<file path="src/rtl/core/block_pool_allocator_defines.svh">
// Assertion macros shared by the pool allocator modules.
// Each macro expects clk and rst in the scope where it is used.
`ifndef BLOCK_POOL_ALLOCATOR_DEFINES_SVH
`define BLOCK_POOL_ALLOCATOR_DEFINES_SVH

// Same-cycle implication.
`define BPA_ASSERT_IMP(lbl, ante, cons, msg) \
  lbl: assert property (@(posedge clk) disable iff (rst) (ante) |-> (cons)) \
    else $error(msg);

// Next-cycle implication.
`define BPA_ASSERT_NXT(lbl, ante, cons, msg) \
  lbl: assert property (@(posedge clk) disable iff (rst) (ante) |=> (cons)) \
    else $error(msg);

`endif

</file>
<file path="src/rtl/core/bpa_pkg.sv">
`timescale 1ns / 1ps
package bpa_pkg;

  localparam int POOL_BLOCKS = 4096;
  localparam int BLOCK_BYTES = 32;

  localparam int ADDR_W   = 32;
  localparam int STATUS_W = 2;
  localparam int INDEX_W  = 12;
  localparam int IDX_W    = $clog2(POOL_BLOCKS);

  // Bitmap word organization: words of lanes, lanes of bits.
  localparam int WORD_BITS = 64;
  localparam int BIT_W     = $clog2(WORD_BITS);
  localparam int LANE_BITS = 8;
  localparam int LANES     = WORD_BITS / LANE_BITS;
  localparam int LSEL_W    = $clog2(LANES);
  localparam int WORDS     = (POOL_BLOCKS + WORD_BITS - 1) / WORD_BITS;
  localparam int WADDR_W   = (WORDS > 1) ? $clog2(WORDS) : 1;

  // Summary bits (one per word) are searched group first, then word.
  localparam int GRP_WORDS = 8;
  localparam int GSUB_W    = $clog2(GRP_WORDS);
  localparam int GROUPS    = (WORDS + GRP_WORDS - 1) / GRP_WORDS;
  localparam int GSEL_W    = (GROUPS > 1) ? $clog2(GROUPS) : 1;
  localparam int SUM_BITS  = GROUPS * GRP_WORDS;

  // Offset-to-index division by reciprocal multiply with one correction step.
  localparam longint SPAN    = longint'(POOL_BLOCKS) * longint'(BLOCK_BYTES);
  localparam int     OFF_W   = $clog2(SPAN);
  localparam int     RECIP_W = OFF_W + 1;
  localparam longint RECIP   = (longint'(1) << OFF_W) / longint'(BLOCK_BYTES);
  localparam int     PROD_W  = OFF_W + RECIP_W;

  typedef enum logic [STATUS_W-1:0] {
    ST_DONE    = 2'd0,
    ST_FULL    = 2'd1,
    ST_OUTSIDE = 2'd2
  } status_t;

  typedef enum logic {
    CMD_ALLOC = 1'b0,
    CMD_FREE  = 1'b1
  } op_t;

  typedef struct packed {
    logic req_load;
    logic grp_find;
    logic word_find;
    logic byte_find;
    logic alloc_wr;
    logic addr_load;
    logic full_load;
    logic off_load;
    logic mul_load;
    logic qb_load;
    logic corr_load;
    logic free_set;
    logic outside_load;
  } ctl_cmd_t;

  typedef struct packed {
    logic any_free;
    logic in_range;
    logic out_busy;
  } dp_stat_t;

  function automatic logic [2:0] first_set8(input logic [7:0] v);
    logic [2:0] r;
    r = '0;
    for (int i = 7; i >= 0; i--) begin
      if (v[i]) r = 3'(i);
    end
    return r;
  endfunction

endpackage

</file>
<file path="src/rtl/core/bpa_ctrl.sv">
`timescale 1ns / 1ps
`include "block_pool_allocator_defines.svh"
module bpa_ctrl import bpa_pkg::*; (
  input  logic     clk,
  input  logic     rst,
  input  logic     in_valid,
  input  op_t      in_op,
  output logic     in_ready,
  input  dp_stat_t stat,
  output ctl_cmd_t cmd
);

  typedef enum logic [11:0] {
    S_IDLE  = 12'b0000_0000_0001,
    S_GRP   = 12'b0000_0000_0010,
    S_WORD  = 12'b0000_0000_0100,
    S_BYTE  = 12'b0000_0000_1000,
    S_AWR   = 12'b0000_0001_0000,
    S_ADDR  = 12'b0000_0010_0000,
    S_FOFF  = 12'b0000_0100_0000,
    S_FMUL  = 12'b0000_1000_0000,
    S_FQB   = 12'b0001_0000_0000,
    S_FCORR = 12'b0010_0000_0000,
    S_FRD   = 12'b0100_0000_0000,
    S_FSET  = 12'b1000_0000_0000
  } state_t;

  state_t state, state_next;
  logic   slot_ok;

  assign slot_ok = !stat.out_busy;

  always_ff @(posedge clk) begin
    if (rst) begin
      state <= S_IDLE;
    end else begin
      state <= state_next;
    end
  end

  always_comb begin
    cmd        = '0;
    state_next = state;
    in_ready   = (state == S_IDLE);
    case (state)
      S_IDLE: begin
        if (in_valid) begin
          cmd.req_load = 1'b1;
          state_next   = (in_op == CMD_ALLOC) ? S_GRP : S_FOFF;
        end
      end
      S_GRP: begin
        if (!stat.any_free) begin
          // hold until the result register can take the full status
          if (slot_ok) begin
            cmd.full_load = 1'b1;
            state_next    = S_IDLE;
          end
        end else begin
          cmd.grp_find = 1'b1;
          state_next   = S_WORD;
        end
      end
      S_WORD: begin
        cmd.word_find = 1'b1;
        state_next    = S_BYTE;
      end
      S_BYTE: begin
        cmd.byte_find = 1'b1;
        state_next    = S_AWR;
      end
      S_AWR: begin
        cmd.alloc_wr = 1'b1;
        state_next   = S_ADDR;
      end
      S_ADDR: begin
        if (slot_ok) begin
          cmd.addr_load = 1'b1;
          state_next    = S_IDLE;
        end
      end
      S_FOFF: begin
        cmd.off_load = 1'b1;
        state_next   = S_FMUL;
      end
      S_FMUL: begin
        if (!stat.in_range) begin
          if (slot_ok) begin
            cmd.outside_load = 1'b1;
            state_next       = S_IDLE;
          end
        end else begin
          cmd.mul_load = 1'b1;
          state_next   = S_FQB;
        end
      end
      S_FQB: begin
        cmd.qb_load = 1'b1;
        state_next  = S_FCORR;
      end
      S_FCORR: begin
        cmd.corr_load = 1'b1;
        state_next    = S_FRD;
      end
      S_FRD: begin
        state_next = S_FSET;
      end
      S_FSET: begin
        // the bitmap write and the result load go together, exactly once
        if (slot_ok) begin
          cmd.free_set = 1'b1;
          state_next   = S_IDLE;
        end
      end
      default: begin
        state_next = S_IDLE;
      end
    endcase
  end

  `BPA_ASSERT_NXT(a_accept_leaves_idle, in_valid && in_ready, state != S_IDLE,
                  "request transfer did not start work")
  `BPA_ASSERT_IMP(a_no_result_overwrite,
                  cmd.full_load || cmd.outside_load || cmd.addr_load || cmd.free_set,
                  !stat.out_busy, "result loaded while previous result still pending")

endmodule

</file>
<file path="config.mk">
export PLATFORM = sky130hd
export DESIGN_NAME = bpa_ctrl
export DESIGN_NICKNAME = d
export VERILOG_FILES = /design/src/rtl/core/bpa_pkg.sv /design/src/rtl/core/bpa_ctrl.sv
export VERILOG_INCLUDE_DIRS = /design/src /design/src/rtl/core
export SDC_FILE = /design/constraint.sdc
export NUM_CORES = 1
export LEC_CHECK = 0
export BUFFER_PORTS_ARGS = -buffer_cell sky130_fd_sc_hd__buf_4
export CORE_MARGIN = 2
export CORE_UTILIZATION = 51
export DETAILED_ROUTE_END_ITERATION = 10
export GPL_TIMING_DRIVEN = 0
export PLACE_DENSITY = 0.82
export SLEW_MARGIN = 0
export SYNTH_ARGS = -nofsm -noshare
export SYNTH_HDL_FRONTEND = slang
export SYNTH_SLANG_ARGS = --single-unit
</file>
<file path="constraint.sdc">
create_clock -name clk -period 2.4 [get_ports clk]
set_input_delay 0.12 -clock clk [delete_from_list [all_inputs] [get_ports clk]]
set_output_delay 0.12 -clock clk [all_outputs]
set_load 0.02 [all_outputs]
</file>
==> summary by stage <==
Power
In this run the static leakage power is 0.000491 uW. The worst supply voltage drop on vdd is 0.478 mV. Dividing total power by cell area gives a power density of 457 nW/um^2.

The total chip power is 490 uW.

STA
Summed over all failing endpoints, the final setup total negative slack is 0 ns. The final number of setup-violating endpoints is 0. The max-slew violation count is 0. The achievable clock frequency is 0.459 GHz. At the pin with the least slew margin, the transition time is 0.432 ns. After layout, the minimum clock period comes to ~2.2 ns.

The clock skew is 0.00622 ns. The fraction of the cycle the final worst path needs is 90.8%. Setup repair after global routing left no endpoint under its margin. In this run the tightest slew margin relative to its limit is 70.8%.

The number of failing hold endpoints at the final stage is 0.

Yosys
Of all flip-flops after synthesis, the portion carrying an async set or reset was 0%. dfxtp_1 takes more of the synthesized area than any other cell. In the synthesized netlist, the cells that appear most often are dfxtp_1, nor2_1, inv_1, nor2b_1, and2_1. The leading cell type by number of instances after synthesis is dfxtp_1.

The sequential cell area fraction in the yosys report is 28.1%. The register bit count reported by yosys is 12. In the synthesized netlist, the number of instances is 92. The number of different library cells used by synthesis comes to 42. The number of warnings reported in the yosys synthesis log is 0. By area the synthesized netlist is led by dfxtp_1, nor2b_1, a2111oi_4. For this run, the leading register cell type out of synthesis is dfxtp_1.

The number of flops mapped to enable cells by yosys is 0. Summing every instance area after synthesis gives 855 um^2. After synthesis, the largest area contributor takes up 28.1% of total cell area. When the netlist entered floorplanning its net count stood at 99. The synthesized area per cell is between 9 and 10 um^2.

Min path
The type of the most critical hold path is input pin to flip-flop.

CTS
In this run the number of H-tree levels came out at 1. The number of clock buffers added by TritonCTS is 3. The buffer count from post-CTS setup fixing is 0. The worst-case clock buffer depth is 2. TritonCTS built the clock tree.

The register clock-pin slew on the reported worst setup and hold paths is 0.07 ns. The sink count of the clock tree is 12. For the worst-skew pair, the clock arrives at the later sink with an insertion delay of between 0.2 and 0.3 ns. Clock tree synthesis selected as its root buffer the cell clkbuf_4.

Critical path
The critical path arrival is 2.06 ns. In this run the worst path has a maximum fanout of 8. For this run, the slowest stage of the critical path takes around 0.55 ns. Traced cell by cell, the critical path runs through or4_1 > buf_6 > nor4b_4 > and2_1 > buf_4. For this design, the slowest cell found on the critical path is or4_1. The required time at the worst-slack endpoint is 2.28 ns.

STA classifies the critical path endpoint as an output port. The kind of launch point of the worst setup path is a flip-flop. The start-to-end type of the worst setup path is flip-flop to output port.

The register-to-register path setup slack is 0.39 ns.

Global routing
Summed over all layers, the global routing overflow is 0. The first global-routing pass estimated around 3300 um of wire. Global routing used 22.4% of the available tracks across all layers. The met3 demand-to-capacity share in global routing is 3.60%. The number of global-route vias before repair was 731. The maximum number of pins on one net before global-route repair is 11.

Global routing used about 30% of the available met1 tracks. The most crowded layer after global routing is met2. The global-route met2 utilization is 37.7%.

The number of antenna violations at the first check in global routing came to 0.

Place
Including well taps, the total number of placed cells is 127. Routability-driven placement finished with a final weighted congestion of 0.786. Input and output buffers added on the ports amount to 19.

The post-placement cell area is 1020 um^2. Once detailed placement completed, the half-perimeter wirelength came to 1460 um.

Layout
In the final layout, the registers with the most flip-flops are state: 12 flops. Counting flops per register, the top entry is state. The flip-flop count of the largest register after layout is 12. Compared with the post-synthesis result, the final layout area differs by 25.3%.

The finished layout holds 131 standard cells, fillers aside. The post-route netlist has 37.4% of its cells at a drive strength greater than 1. The final-stage net count is 123. The final design instance area without fill is approximately 1100 um^2.

The number of inserted diodes is 0.

Route
The detailed router finished its first iteration with 23 violations. The routed length per instance is ~15 um. Detailed routing inserted a total of 829 vias.

After detailed routing, the total wire length is 1910 um. The count of TritonRoute iterations in the first routing pass is 4. The number of vias per cell after detailed routing is 6.33. The count of nets left with antenna violations once routing finished came out at 0. The residual DRC count is 0.

Floorplan
The vertical die dimension is 44.9 um. The cell row count is 14. The die outline area is just over 2000 um^2. In this run the count of I/O pins placed on the die edge is 21. In this run the standard cell core region covers between 1500 and 2000 um^2.

From left edge to right edge, the die measures 44.9 um. Once the floorplan was initialized, standard cells occupied 55.4% of the core.

Flow run
The tool flagged a number of max-cap violations equal to 0.

Outcome
The run finished with clean final reports.
==> final timing paths <==
kind	startpoint	endpoint	cells after the start
setup / recovery	state[11]	cmd[6]	5
hold / removal	in_op	state[6]	2
setup reg to reg	state[11]	state[1]	5
hold reg to reg	state[11]	state[11]	2
==> cell type report <==
type / count / area [um^2]
Timing Repair Buffer: 19 / 143
Buffer: 3 / 26.3
Tap cell: 16 / 20.0
Inverter: 5 / 18.8
Fill cell: 136 / 470
Sequential cell: 12 / 240
Multi-Input combinational cell: 72 / 587
Clock buffer: 4 / 36.3
==> power by group <==
group	switching, uW	total (uW)	internal [uW]
Combinational	64.9	117	52.2
Clock	65.2	157	92.1
Sequential	10.0	215	205
==> cells in the final DEF (no fill, tap or decap), types with 2 or more instances in the layout <==
cell | synthesis | layout
and3_1 | 3 | 3
or4_1 | 3 | 3
nor4_1 | 2 | 2
nor2_1 | 7 | 7
maj3_2 | 2 | 2
o311ai_0 | 2 | 2
buf_4 | 0 | 19
o311a_1 | 2 | 2
nand2b_1 | 2 | 2
nor3b_1 | 2 | 2
clkbuf_4 | 2 | 5
nor2b_1 | 5 | 5
and4b_1 | 2 | 2
inv_1 | 5 | 5
xor2_1 | 2 | 2
nor4b_1 | 3 | 3
o21ai_0 | 2 | 2
or2_2 | 2 | 2
and2_1 | 4 | 4
or4b_2 | 2 | 2
a21oi_1 | 3 | 3
dfxtp_1 | 12 | 12
o211ai_1 | 3 | 3
==> cell families after synthesis <==
kind of cell	synth area share (%)
AOI/OAI and AO/OA	21.1
xor gates and xnor gates	2.05
adders and majority gates	2.64
buffers and inverters	5.27
DFF	28.1
and+or+nand+nor	40.8
==> layer usage <==
metal / wire length (um) / vias to the layer above
met5: 0 / -
met4: 10 / 0
met3: 163 / 2
met2: 934 / 38
met1: 806 / 386
li1: - / 403
==> critical path: cells and delay by family (launching register included) <==
family                 cells  cell delay, ns
and+or+nand+nor            3            1.14
DFF                        1            0.35
buffers and inverters      2            0.30
==> stage by stage <==
step	hold slack, ns	worst slack (ns)	utilization [%]
finish	0.113	0.220	69.5
CTS	0.117	0.0792	68.3
detailed placement	0.392	0.379	66.0
floorplan	0.284	0.152	-
global route	0.119	0.0450	69.5
global placement	0.374	0.412	66.0
==> timing repair <==
| item | 4_1_cts | 5_1_grt |
|---|---|---|
| gates resized for setup | 0 | 2 |
| hold buffers | 0 | 0 |
| setup endpoints to repair | 0 | 2 |
Note: power is estimated with default switching activity, not from simulation.
